[src/design/moe_pkg.sv]
// ----------------------------------------------------------------------------
// moe_pkg
// Shared constants and types of the micro-op executor.
// ----------------------------------------------------------------------------
package moe_pkg;

	localparam int GPR_COUNT  = 16;
	localparam int TEMP_COUNT = 16;
	localparam int MEM_BYTES  = 65536;
	localparam int FLAG_COUNT = 6;
	localparam int GPR_AW     = (GPR_COUNT > 1) ? $clog2(GPR_COUNT) : 1;
	localparam int TEMP_AW    = (TEMP_COUNT > 1) ? $clog2(TEMP_COUNT) : 1;
	localparam int MEM_AW     = $clog2(MEM_BYTES);
	localparam int REG_AW     = 1 + ((GPR_AW > TEMP_AW) ? GPR_AW : TEMP_AW);
	localparam int REG_DEPTH  = 2 ** REG_AW;
	localparam logic [1:0] FLAG_SET_MARK = 2'd2;

	typedef enum logic [4:0] {
		K_NULL = 5'd0, K_MOV = 5'd1, K_ADD = 5'd2, K_SUB = 5'd3, K_MUL = 5'd4,
		K_DIV = 5'd5, K_REM = 5'd6, K_OR = 5'd7, K_XOR = 5'd8, K_SHL = 5'd9,
		K_SHR = 5'd10, K_LD8 = 5'd11, K_LD16 = 5'd12, K_LD32 = 5'd13,
		K_LD64 = 5'd14, K_ST8 = 5'd15, K_ST16 = 5'd16, K_ST32 = 5'd17,
		K_ST64 = 5'd18, K_FLAG = 5'd19
	} kind_t;

	typedef enum logic [2:0] {
		M_NONE = 3'd0, M_IMM = 3'd1, M_G64 = 3'd2, M_G32 = 3'd3,
		M_G16 = 3'd4, M_G8 = 3'd5, M_TEMP = 3'd6, M_FLAG = 3'd7
	} mode_t;

	localparam logic [1:0] ST_OK   = 2'd0;
	localparam logic [1:0] ST_DIV0 = 2'd1;
	localparam logic [1:0] ST_IMM  = 2'd2;

	typedef struct packed {
		logic        start;
		logic        rem;
		logic [63:0] num;
		logic [63:0] den;
	} div_req_t;

	typedef struct packed {
		logic        done;
		logic [63:0] value;
	} div_rsp_t;

endpackage

[src/design/moe_regfile.sv]
// ----------------------------------------------------------------------------
// moe_regfile
// Combined general and temporary register memory, one registered read port,
// one write port, per-entry valid bits cleared at reset.
// ----------------------------------------------------------------------------
module moe_regfile (
	input  logic                       clk,
	input  logic                       arst_n,
	input  logic [moe_pkg::REG_AW-1:0] raddr,
	output logic [63:0]                rdata,
	input  logic                       we,
	input  logic [moe_pkg::REG_AW-1:0] waddr,
	input  logic [63:0]                wdata
);
	import moe_pkg::*;

	logic [63:0]          mem [REG_DEPTH];
	logic [REG_DEPTH-1:0] vld_q;
	logic [63:0]          rd_q;
	logic                 rv_q;

	always_ff @(posedge clk) begin
		if (we) mem[waddr] <= wdata;
		rd_q <= mem[raddr];
	end

	always_ff @(posedge clk or negedge arst_n) begin
		if (!arst_n) begin
			vld_q <= '0;
			rv_q  <= 1'b0;
		end else begin
			if (we) vld_q[waddr] <= 1'b1;
			rv_q <= vld_q[raddr];
		end
	end

	assign rdata = rv_q ? rd_q : 64'd0;

endmodule

[config.mk]
export PLATFORM = sky130hd
export DESIGN_NAME = moe_regfile
export DESIGN_NICKNAME = d
export VERILOG_FILES = /design/src/design/moe_pkg.sv /design/src/design/moe_regfile.sv
export SDC_FILE = /design/constraint.sdc
export NUM_CORES = 2
export LEC_CHECK = 0
export BUFFER_PORTS_ARGS = -buffer_cell sky130_fd_sc_hd__buf_2
export CAP_MARGIN = 0
export CORE_ASPECT_RATIO = 1.2
export CORE_MARGIN = 3
export CORE_UTILIZATION = 35
export CTS_CLUSTER_DIAMETER = 120
export DETAILED_ROUTE_END_ITERATION = 8
export SYNTH_ARGS = -nofsm -noshare
export SYNTH_HDL_FRONTEND = slang
export SYNTH_SLANG_ARGS = --single-unit
export TNS_END_PERCENT = 30
[constraint.sdc]
create_clock -name clk -period 1.8 [get_ports clk]
set_clock_uncertainty 0.05 [all_clocks]
set_input_delay 0.27 -clock clk [delete_from_list [all_inputs] [get_ports clk]]
set_output_delay 0.27 -clock clk [all_outputs]
set_load 0.005 [all_outputs]
Word-level counts from Yosys, hierarchy flattened

Memory sizes are Yosys's and may differ from the RTL's. A register that Yosys moved wholly into a read port is not among the register bits.
Cells that the tools add are included.

Bits in registers: 33
Latch bits: 0
Bits in writable memories: 2,048
Bits in read-only memories: 0
Bits of input ports: 77
Output and inout bits: 64
Logic and storage cells: 15
Memories kept: 1

Memories:

| memory | words | bits a word | rd ports | clocked after Yosys merged registers in | wr ports | RTL line          | RTL |
|---|---|---|---|---|---|---|---|
| mem    | 32    | 64          | 1        | 1                                       | 1        | moe_regfile.sv:17 | `logic [63:0] mem [REG_DEPTH];` |

Add/subtract/negate cells: 0
Multiply operators: 0
Divide/modulo/power cells: 0
Order comparisons: 3
Eq/ne operators: 0
Shift-type cells: 0
Multiplexer cells: 7
Bitwise gates (word level): 1
Reduce and logical (&&, ||, !) cells: 1

Operators by type and width:

| cell                                                                                | number |
|---|---|
| 64-bit 2-to-1 mux                                                                   | 1 |
| 32-bit bitwise OR                                                                   | 1 |
| 5-bit by 6-bit < comparator with 1-bit output, second input constant                | 2 |
| 1-bit binary-select mux with 5-bit select                                           | 1 |
| 1-bit demux with 5-bit select                                                       | 1 |
| 5-bit by 1-bit greater-or-equal comparator with 1-bit output, second input constant | 1 |
| 1-bit 2-to-1 mux                                                                    | 4 |
| 1-bit logical AND                                                                   | 1 |

Longest topological paths before layout

Word-level depth: 5
Gate-level depth with buffers: 9
Gate-level depth less buffers: 4

Worst setup path before layout

No wires, ideal clock.

Path type: input to register
Start point: in waddr[0] (netlist bit)
End point: mem mem[12][0] (enable)
Library setup time: 487 ps
Arrival: 3,624 ps
Required time: 1,263 ps
Setup slack: -2,361 ps
Cell stages on the path: 3
Path buffers: 1
Path through: or3b_2 > clkbuf_1 > nor2_1

RTL lines:

| what        | RTL line          | RTL |
|---|---|---|
| from (decl) | moe_regfile.sv:12 | `input logic [moe_pkg::REG_AW-1:0] waddr,` |
| to (decl)   | moe_regfile.sv:17 |  |

No word-level cell before the write port.

Final worst setup path

Start point: reg rv_q
End point: out rdata[61]

Longest elaborated chain between the ends: 1

RTL lines:

| what                   | RTL line          | RTL |
|---|---|---|
| from (decl)            | moe_regfile.sv:20 | `logic rv_q;` |
| from (signal assigned) | moe_regfile.sv:33 | `rv_q <= vld_q[raddr];` |
| 64-bit 2-to-1 mux      | moe_regfile.sv:37 | `assign rdata = rv_q ? rd_q : 64'd0;` |
| to (decl)              | moe_regfile.sv:10 | `output logic [63:0] rdata,` |

Every way passes these cells.

==> metrics.txt <==
run status=complete, but fails checks; violations in the final reports=setup timing; type of the setup path with the least slack=reg -> out; total wire length=around 210000 microns; Vias=~38000; Arr. time, crit path=between 1500 and 2000 ps; ys async rst share=~1.5%; total area of multi-input combinational cells=16600 sq um; horizontal die dimension=~440 microns; router iterations before antenna repair=7; worst-path maximum fanout=36; vias in the first global route=~40000; worst r2r path cells=3; cells after synthesis=3263; drc violations=0; global-route wire length before repair=about 300000 microns; number of filler instances in the final layout=19317; count of different cell masters after synthesis=32; number of placed cells counting well taps=roughly 6800; register cell area after layout=about 64000 sq um; Final Max Tran Viols=0; worst vdd ir=between 0.7 and 0.8 mV; number of flops mapped to enable cells by yosys=2048; post-synthesis instance area=approximately 81000 sq um; Max Buffers Root-to-Sink=4; final instance area=about 99000 sq um; source-to-sink clock delay at the later pin of the worst-skew pair=870 ps; total number of yosys warnings=0; number of synthesized register bits=2145; largest net degree at the start of global routing=43; overall fraction of global-route tracks in use=between 15 and 20%; floorplan core area=~230000 sq um; clock-pin slew of the registers on the worst-case setup and hold paths=60 ps; classification of the worst-slack hold path=in -> async; CP top delay family=flip-flops; drt first-iter violations=4346; nature of the critical path startpoint=register; layout cell share with drive strength beyond 1=40.9%; Tmin final=about 2300 ps; detailed-route vias per instance=5.30; most used flip-flop cell after synthesis=edfxtp_1; aggregate global routing overflow=0; RSZ-0062 raised after global routing=true; Lkg Pwr=about 32 nW; max_slew headroom=~58%; endpoint of the most critical register-to-register path=rd_q[40]$_DFF_P_; launch point of the worst reg-to-reg path=mem[0][40]$_DFFE_PP_; cell area after placement=between 90000 and 100000 sq um; gpl congestion=approximately 0.76; Die H=532 microns; final hold vios=0; worst path buffer plus inverter count=2; number of buffers inserted during clock tree synthesis=206; critical path data required time=roughly 1500 ps; master of the slowest instance on the critical path=dfrtp_4; Port Buffer Count=140; count of max-cap constraint violations=0; Tightest Pin Transition=about 630 ps; IO Pins=roughly 140; Synth Net Count=around 3300; CTS tree=yes; cells along the critical path=buf_16 > and2_4 > buf_2; antenna viol nets, final=0; DR WL/cell=slightly below 30 microns; Register-to-Register Setup Slack=-80 ps; worst stage delay on the critical path=~560 ps; placed wire-length estimate after detailed placement=~130000 microns; sequential element share of the synthesized area=approximately four fifths; launch point of the worst path=rv_q$_DFF_PN0_; Rows=~190; Initial Util=a little over a third; PnR worst setup slack=-498 ps; H-tree level count=4; Root Buffer=clkbuf_16; CP Capture Type=primary output; number of nets in the layout=slightly above 4000; number of failing setup endpoints in the final timing report=78; period utilization=128%; peak clock frequency supported by timing=435 MHz; clock tree sinks=between 2000 and 2500; antenna violations before repair=22; die area=roughly 240000 sq um; PwrDens=1050 nW/um^2; non-filler instance count after layout=approximately 7200; relative area change from synthesis to final layout=23.0%; Synth Area per Inst=24.7 sq um
==> worst reg2reg max path: stages, from the launching register on <==
cell      delay, ps
edfxtp_1        370
mux4_2          490
mux4_2          500
mux2_4          320
==> state kept, by name, indices dropped and copies added, names as in the netlist <==
name / count
vld_q: 32
rd_q: 64
mem: 2048
rv_q: 1
==> worst max path at each step <==
| stage | endpoint | slack (ps) | depth (start not counted) |
|---|---|---|---|
| final | rdata[61] | -500 | 3 |
| after floorplan | mem[10][0]$_DFFE_PP_ | -680 | 2 |
| after CTS | rdata[27] | -580 | 3 |
| after global routing | rdata[27] | -600 | 3 |
| after detailed placement | rd_q[30]$_DFF_P_ | -610 | 6 |
| after global placement | rd_q[54]$_DFF_P_ | -610 | 6 |
==> per-layer routing <==
metal  up-vias  GRT usage (%)  share of wire [%]
met5         -              0              0.045
met4        16           5.39                3.2
met3       355           3.05                6.1
met2      1373           29.6                 50
met1     20967           23.8                 41
li1      15644              -                  -
==> metrics by stage <==
stage	hold slack [ps]	setup TNS (ps)	total power, mW	setup WS [ps]	utilization, %
6_report	60.3	-29700	104	-498	43.4
2_1_floorplan	-75.6	-1156330	60.1	-683	-
4_1_cts	19.0	-35070	105	-584	43.3
5_1_grt	77.3	-36030	107	-597	43.3
3_5_place_dp	288	-96930	63.4	-614	40.2
3_3_place_gp	289	-89000	63.3	-611	40.2
==> placed cells by master (no fill, tap or decap), types with 42 or more instances in the layout <==
| master | Yosys | routed |
|---|---|---|
| and2_1 | 65 | 58 |
| buf_12 | 0 | 268 |
| buf_2 | 55 | 133 |
| buf_4 | 16 | 265 |
| clkbuf_1 | 69 | 56 |
| clkbuf_16 | 0 | 207 |
| clkinv_2 | 0 | 42 |
| dfxtp_1 | 64 | 64 |
| dlygate4sd3_1 | 0 | 68 |
| edfxtp_1 | 2048 | 2048 |
| mux2_2 | 73 | 58 |
| mux4_2 | 609 | 609 |
==> cells by family (layout without fill, tap and decap cells) <==
group,Yosys count,in the layout,share of synthesized area (%)
multiplexers,710,710,18.4
buffers and inverters,170,1121,0.979
flip-flops,2145,2145,78.9
AO/OA/AOI/OAI,62,62,0.562
AND/OR/NAND/NOR,176,176,1.19
other,0,11,0
==> layout make-up <==
class                      count  share of cell area (%)
sequential                  2145                    64.2
multi-input combinational    948                    16.7
timing repair buffer         744                    8.92
clock buffer                 272                    5.56
tap                         3007                    3.79
clock inverter               103                   0.818
antenna                       11                  0.0278
inverter                       2                  0.0227
==> timing repair <==
action | in CTS | in global routing
resized for setup | 25 | 8
hold buffers | 68 | 0
endpoints found under the setup margin | 78 | 94
buffers inserted | 0 | 0
hold endpoints to repair | 2086 | 0
==> cells in the mapped netlist, types with 21 or more instances <==
cell type | number | area [sq um]
edfxtp_1 | 2048 | 61500
mux4_2 | 609 | 13700
mux2_2 | 73 | 822
clkbuf_1 | 69 | 259
and2_1 | 65 | 407
dfxtp_1 | 64 | 1280
buf_2 | 55 | 275
nor2_1 | 37 | 139
dfrtp_1 | 33 | 826
or2_2 | 33 | 206
mux2i_1 | 28 | 280
buf_1 | 25 | 93.8
nand2_1 | 23 | 86.3
o22ai_1 | 21 | 131
==> power breakdown <==
| part | switching, mW | total, mW | internal [mW] | leakage, nW |
|---|---|---|---|---|
| Sequential | 0.424 | 56.0 | 55.6 | 19.4 |
| Combinational | 3.23 | 6.49 | 3.26 | 9.49 |
| Clock | 18.4 | 41.2 | 22.9 | 3.11 |
| Total | 22.0 | 104 | 81.7 | 32.0 |
Note: power is estimated with default switching activity, not from simulation.
