$ cat src/design/moe_pkg.sv
// ----------------------------------------------------------------------------
// moe_pkg
// Shared constants and types of the micro-op executor.
// ----------------------------------------------------------------------------
package moe_pkg;

	localparam int GPR_COUNT  = 16;
	localparam int TEMP_COUNT = 16;
	localparam int MEM_BYTES  = 65536;
	localparam int FLAG_COUNT = 6;
	localparam int GPR_AW     = (GPR_COUNT > 1) ? $clog2(GPR_COUNT) : 1;
	localparam int TEMP_AW    = (TEMP_COUNT > 1) ? $clog2(TEMP_COUNT) : 1;
	localparam int MEM_AW     = $clog2(MEM_BYTES);
	localparam int REG_AW     = 1 + ((GPR_AW > TEMP_AW) ? GPR_AW : TEMP_AW);
	localparam int REG_DEPTH  = 2 ** REG_AW;
	localparam logic [1:0] FLAG_SET_MARK = 2'd2;

	typedef enum logic [4:0] {
		K_NULL = 5'd0, K_MOV = 5'd1, K_ADD = 5'd2, K_SUB = 5'd3, K_MUL = 5'd4,
		K_DIV = 5'd5, K_REM = 5'd6, K_OR = 5'd7, K_XOR = 5'd8, K_SHL = 5'd9,
		K_SHR = 5'd10, K_LD8 = 5'd11, K_LD16 = 5'd12, K_LD32 = 5'd13,
		K_LD64 = 5'd14, K_ST8 = 5'd15, K_ST16 = 5'd16, K_ST32 = 5'd17,
		K_ST64 = 5'd18, K_FLAG = 5'd19
	} kind_t;

	typedef enum logic [2:0] {
		M_NONE = 3'd0, M_IMM = 3'd1, M_G64 = 3'd2, M_G32 = 3'd3,
		M_G16 = 3'd4, M_G8 = 3'd5, M_TEMP = 3'd6, M_FLAG = 3'd7
	} mode_t;

	localparam logic [1:0] ST_OK   = 2'd0;
	localparam logic [1:0] ST_DIV0 = 2'd1;
	localparam logic [1:0] ST_IMM  = 2'd2;

	typedef struct packed {
		logic        start;
		logic        rem;
		logic [63:0] num;
		logic [63:0] den;
	} div_req_t;

	typedef struct packed {
		logic        done;
		logic [63:0] value;
	} div_rsp_t;

endpackage

$ cat src/design/moe_divider.sv
// ----------------------------------------------------------------------------
// moe_divider
// Restoring unsigned divider, one quotient bit per cycle.
// ----------------------------------------------------------------------------
module moe_divider (
	input  logic              clk,
	input  logic              arst_n,
	input  moe_pkg::div_req_t req,
	output moe_pkg::div_rsp_t rsp
);
	import moe_pkg::*;

	logic        busy_q;
	logic        done_q;
	logic [6:0]  cnt_q;
	logic        rem_q;
	logic [63:0] quo_q;
	logic [63:0] rmd_q;
	logic [63:0] den_q;
	logic [64:0] trial;

	assign trial = {rmd_q, quo_q[63]} - {1'b0, den_q};

	always_ff @(posedge clk or negedge arst_n) begin
		if (!arst_n) begin
			busy_q <= 1'b0;
			cnt_q  <= '0;
			done_q <= 1'b0;
		end else begin
			done_q <= 1'b0;
			if (req.start) begin
				busy_q <= 1'b1;
				cnt_q  <= 7'd0;
			end else if (busy_q) begin
				cnt_q <= cnt_q + 7'd1;
				if (cnt_q == 7'd63) begin
					busy_q <= 1'b0;
					done_q <= 1'b1;
				end
			end
		end
	end

	always_ff @(posedge clk) begin
		if (req.start) begin
			rem_q <= req.rem;
			quo_q <= req.num;
			rmd_q <= '0;
			den_q <= req.den;
		end else if (busy_q) begin
			if (!trial[64]) begin
				rmd_q <= trial[63:0];
				quo_q <= {quo_q[62:0], 1'b1};
			end else begin
				rmd_q <= {rmd_q[62:0], quo_q[63]};
				quo_q <= {quo_q[62:0], 1'b0};
			end
		end
	end

	assign rsp = '{done: done_q, value: (rem_q ? rmd_q : quo_q)};

endmodule

$ cat config.mk
export PLATFORM = sky130hd
export DESIGN_NAME = moe_divider
export DESIGN_NICKNAME = d
export VERILOG_FILES = /design/src/design/moe_pkg.sv /design/src/design/moe_divider.sv
export SDC_FILE = /design/constraint.sdc
export NUM_CORES = 1
export LEC_CHECK = 0
export ABC_AREA = 1
export BUFFER_PORTS_ARGS = -buffer_cell sky130_fd_sc_hd__buf_2
export CORE_MARGIN = 2
export CORE_UTILIZATION = 30
export DETAILED_ROUTE_END_ITERATION = 6
export PLACE_DENSITY_LB_ADDON = 0.12
export SLEW_MARGIN = 40
export SYNTH_ARGS = -nofsm -noshare
export SYNTH_HDL_FRONTEND = slang
export SYNTH_SLANG_ARGS = --single-unit
$ cat constraint.sdc
create_clock -name clk -period 3.3 [get_ports clk]
set_clock_uncertainty 0.15 [all_clocks]
set_input_delay 0.33 -clock clk [delete_from_list [all_inputs] [get_ports clk]]
set_output_delay 0.33 -clock clk [all_outputs]
set_load 0.03 [all_outputs]
# Word level (Yosys, flattened, before mapping)
# Cells that the tools add are included.
[totals]
ff_bits = 202
latch_bits = 0
mem_bits_rw = 0
romBits = 0
inputBits = 132
out_inout_bits = 65
wordCells = 24
n_memories = 0
[classes]
add_sub_neg = 2
n_mul = 0
n_div = 0
order_cmp = 0
n_eq_ne = 1
n_shift = 0
mux = 13
bitwise_logic = 0
reduce_logical = 1
[ops]
columns = ["cell", "count"]
rows = [
  ["64-bit two-way mux", 4],
  ["65-bit by 64-bit subtractor with 65-bit output", 1],
  ["7-bit two-way mux", 2],
  ["7-bit by 1-bit adder with 7-bit output (second input constant)", 1],
  ["7-bit by 6-bit == test with 1-bit output (second input constant)", 1],
  ["1-bit two-way mux", 7],
  ["2-bit nonzero test", 1],
]

# Logic depth before layout (Yosys ltp)
[logic_depth]
ltp_word = 4
ltp_mapped = 21
mapped_depth_nobuf = 19

# Worst setup path after synthesis
# OpenSTA, ideal clock, no wires.
[synth_timing]
path_type = "input to register"
startpoint = "input port req[129] (netlist bit)"
endpoint = "register quo_q[0], enable pin"
setup_ns = 0.418
arrival_ns = 2.326
required_ns = 2.732
path_slack_ns = 0.405
path_stages = 5
n_path_buf = 3
cell_sequence = "clkbuf_1 clkbuf_1 nor2_1 clkbuf_1 inv_1"
[synth_between]
elab_chain_len = 1
[synth_lines]
columns = ["element", "line_no", "source"]
rows = [
  ["from (decl)", "moe_divider.sv:8", "input moe_pkg::div_req_t req,"],
  ["2-bit nonzero test (no line)", "--", ""],
  ["to (signal assigned)", "moe_divider.sv:47", "quo_q <= req.num;"],
  ["to (signal assigned)", "moe_divider.sv:53", "quo_q <= {quo_q[62:0], 1'b1};"],
  ["to (signal assigned)", "moe_divider.sv:56", "quo_q <= {quo_q[62:0], 1'b0};"],
  ["to (decl)", "moe_divider.sv:17", "logic [63:0] quo_q;"],
]
# No other way between the ends.
# A chain may end at the register's enable or synchronous reset.

# Final worst setup path
[layout_timing]
startpoint = "register quo_q[63]"
endpoint = "register quo_q[0] (data pin)"
[layout_between]
elab_chain_len = 4
[layout_lines]
columns = ["element", "line_no", "source"]
rows = [
  ["65-bit by 64-bit subtractor with 65-bit output", "moe_divider.sv:22", "assign trial = {rmd_q, quo_q[63]} - {1'b0, den_q};"],
  ["1-bit two-way mux", "moe_divider.sv:51", "if (!trial[64]) begin"],
  ["64-bit two-way mux", "moe_divider.sv:50", "end else if (busy_q) begin"],
  ["64-bit two-way mux", "moe_divider.sv:45", "if (req.start) begin"],
]
# No other way between the ends. The select of a mux whose other input is x is not followed.

==> flow_metrics.py <==
metrics = {
    "status": {
        "status": "complete, no violations",
    },
    "yosys": {
        "yosys.area.top_type": "edfxtp_1",
        "synth_compound_gate_area_share_pct": 6.57,
        "syn_avg_cell_area_um2": 6.29,
        "synth_cells": 2445,
        "synth-seq-cells": 202,
        "seq_area_frac_synth_pct": 35.0,
        "synth.most_common_cell": "nand2_1",
        "synth_edf_count": 129,
        "yosys_most_used_dff": "edfxtp_1",
        "synthAdderAreaFrac_pct": 5.42,
        "synth_top_family_by_area": "simple AND/OR/NAND/NOR gates",
        "synth_area_um2": 15400,
        "synth_xor_area_share_pct": 1.76,
        "yosys_warnings": 0,
        "netlist.area_leader.share_pct": 25.2,
        "synthSimpleGateAreaFrac_pct": 35.3,
        "async_flop_share_pct": 4.46,
        "muxShareOfSynthArea_pct": 0,
        "yosys-top-cells-area": "edfxtp_1, nand2_1, inv_1",
        "synth_nets": 2643,
        "synth_cell_types": 33,
        "synth.top_cells.by_count": "nand2_1, inv_1, o21ai_0, edfxtp_1, nand3_1",
    },
    "timing": {
        "max-slew-margin-rel_pct": 48.9,
        "drv_slew": 0,
        "fmax_ghz": 0.330,
        "rsz0062_at_grt": "false",
        "setup_ws_ns": 0.270,
        "hold_viol_final": 0,
        "finalSetupViolations": 0,
        "fin_setup_tns_ns": 0,
        "period_share_pct": 91.8,
        "period_needed_ns": 3.03,
        "tightest_slew_ns": 0.767,
    },
    "clock_tree": {
        "cts.repair.resized": 0,
        "cts-htree-levels": 1,
        "numClockSinks": 202,
        "cts_tree": "built",
        "numCtsBuffers": 25,
        "path_clk_slew_ns": 0.06,
        "root_buffer": "clkbuf_16",
        "cts.path.max_buffers": 3,
        "hold_buffers": 131,
        "clk_latency_ns": 0.55,
        "cts_setup_buffers": 0,
    },
    "worst_hold_path": {
        "holdPathEnd": "den_q[39]",
        "hold_path.class": "in -> reg",
        "min_from": "req[129]",
        "hold_path_depth": 1,
    },
    "critical_path": {
        "reg2regPathDepth": 18,
        "worstSetupPathType": "reg -> reg",
        "r2r-end": "quo_q[0]",
        "reg2reg_slack_ns": 0.27,
        "cp_max_fo": 34,
        "start_kind": "register",
        "worstPathArrival_ns": 3.15,
        "crit_required_ns": 3.43,
        "r2r_start": "quo_q[63]",
        "critPathCaptureType": "register",
    },
    "floorplan": {
        "start_util_pct": 30.5,
        "die_h_um": 230,
        "core-area_um2": 50400,
        "die_w_um": 230,
        "row_count": 82,
        "io_pins": 197,
        "die-area_um2": 53100,
    },
    "finish": {
        "stdcell_area_um2": 19200,
        "nets": 2952,
        "drive_gt1_share_pct": 11.8,
        "synthToLayoutAreaGrowth_pct": 24.7,
        "diodes": 0,
    },
    "global_route": {
        "grt_pass1_vias": 14800,
        "grt_pass1_wl_um": 80900,
        "grt_max_degree": 125,
        "grt_usage_pct": 19.2,
        "grt-ovfl-total": 0,
        "antenna_found_initial": 0,
    },
    "route": {
        "wl_per_cell_um": 14.7,
        "drtIter0Drc": 827,
        "vias": 14800,
        "ant_nets": 0,
        "routed_wl_um": 50700,
        "drc_errors": 0,
        "viasPerCell": 4.30,
        "drt_pre_antenna_iters": 5,
    },
    "pwr": {
        "ir_drop_v": 0.000269,
        "power.density_nw_per_um2": 342,
        "p_leak_nw": 10.4,
    },
    "placed_design": {
        "post-dp-hpwl_um": 40100,
        "io_buffers": 196,
        "globalplace.congestion": 0.891,
        "pre_cts_ws_ns": 0.205,
        "place_area_um2": 17100,
    },
    "flow_run": {
        "cap_violations": 0,
    },
}
## layout by cell type, fill, tap and decap left out, drive strengths merged
cell type,netlist,layout
dfrtp,9,9
inv,569,569
edfxtp,129,129
bufinv,0,1
nor2,118,118
fa,1,1
buf,18,209
o21bai,3,3
nor4,4,4
dfxtp,64,64
and3,2,2
xnor2,25,25
nand3,125,125
clkinv,2,9
clkbuf,40,36
nand2,1040,1040
clkinvlp,0,1
o21ai,143,143
nand4,10,10
a21oi,53,53
dlygate4sd3,0,131
ha,65,65
xor2,6,6
nor3,10,10
nand3b,9,9
## power by group
group	leakage (nW)	switching, mW	internal [mW]
clock	0.380	1.09	1.56
sequential	1.97	0.0436	2.85
combinational	8.09	0.642	0.385
total	10.4	1.78	4.80
## logic make-up (layout without fill, tap and decap cells)
kind of cell,Yosys count,count (layout)
simple gates,1318,1318
compound gates,199,199
xor+xnor,31,31
buf+inv,629,956
fa+ha+maj,66,66
flops,202,202
## layout make-up
| cell class | count | area, um^2 |
|---|---|---|
| well taps | 672 | 841 |
| clock inverters | 9 | 76.3 |
| clock buffers | 36 | 708 |
| inverters | 571 | 2140 |
| fillers | 5616 | 31200 |
| multi-input cells | 1614 | 7560 |
| repair buffers | 340 | 2490 |
| flip-flops and latches | 202 | 5380 |
## registers in the layout (all words and copies together) (netlist names)
register,count
busy_q,1
cnt_q,7
den_q,64
done_q,1
quo_q,64
rem_q,1
rmd_q,64
## worst max path at each step
stage | from | end | slack (ns) | depth (start not counted)
2_1_floorplan | req[129] | quo_q[0] | 0.41 | 5
3_3_place_gp | quo_q[63] | quo_q[0] | 0.28 | 18
3_5_place_dp | quo_q[63] | quo_q[0] | 0.20 | 18
4_1_cts | quo_q[63] | quo_q[0] | 0.21 | 18
5_1_grt | quo_q[63] | rmd_q[30] | 0.007 | 20
6_report | quo_q[63] | quo_q[0] | 0.27 | 18
## layer usage
layer,track usage [%],part of all wire [%],vias to the layer above
li1,-,-,7958
met1,27.0,50,6584
met4,5.06,2.4,0
met2,31.5,44,226
met5,0,0,-
met3,1.79,3.5,55
## critical path, cell delays in order, from the launching register on
cell,delay [ns]
edfxtp_1,0.32
inv_1,0.06
ha_1,0.23
fa_1,0.41
inv_1,0.11
nand2_1,0.05
nand2_1,0.07
nand3_1,0.08
nand2_2,0.14
nand2_1,0.08
nand2_2,0.13
nand2_1,0.08
nand2_2,0.14
nand2_2,0.10
nand2_2,0.09
nand2_2,0.05
nand2_2,0.12
buf_12,0.23
o21ai_0,0.12
## metrics by stage
stage | instances | hold slack [ns] | total power, mW | utilization [%]
floorplan | 2445 | -0.116 | 3.53 | -
global placement | 3268 | 0.0434 | 3.86 | 33.9
detailed placement | 3268 | 0.0470 | 3.86 | 33.9
CTS | 3444 | 0.0314 | 6.70 | 38.1
global route | 3444 | 0.0457 | 6.92 | 38.1
finish | 3444 | 0.0536 | 6.57 | 38.1
Power figures use the tool's default switching activity.
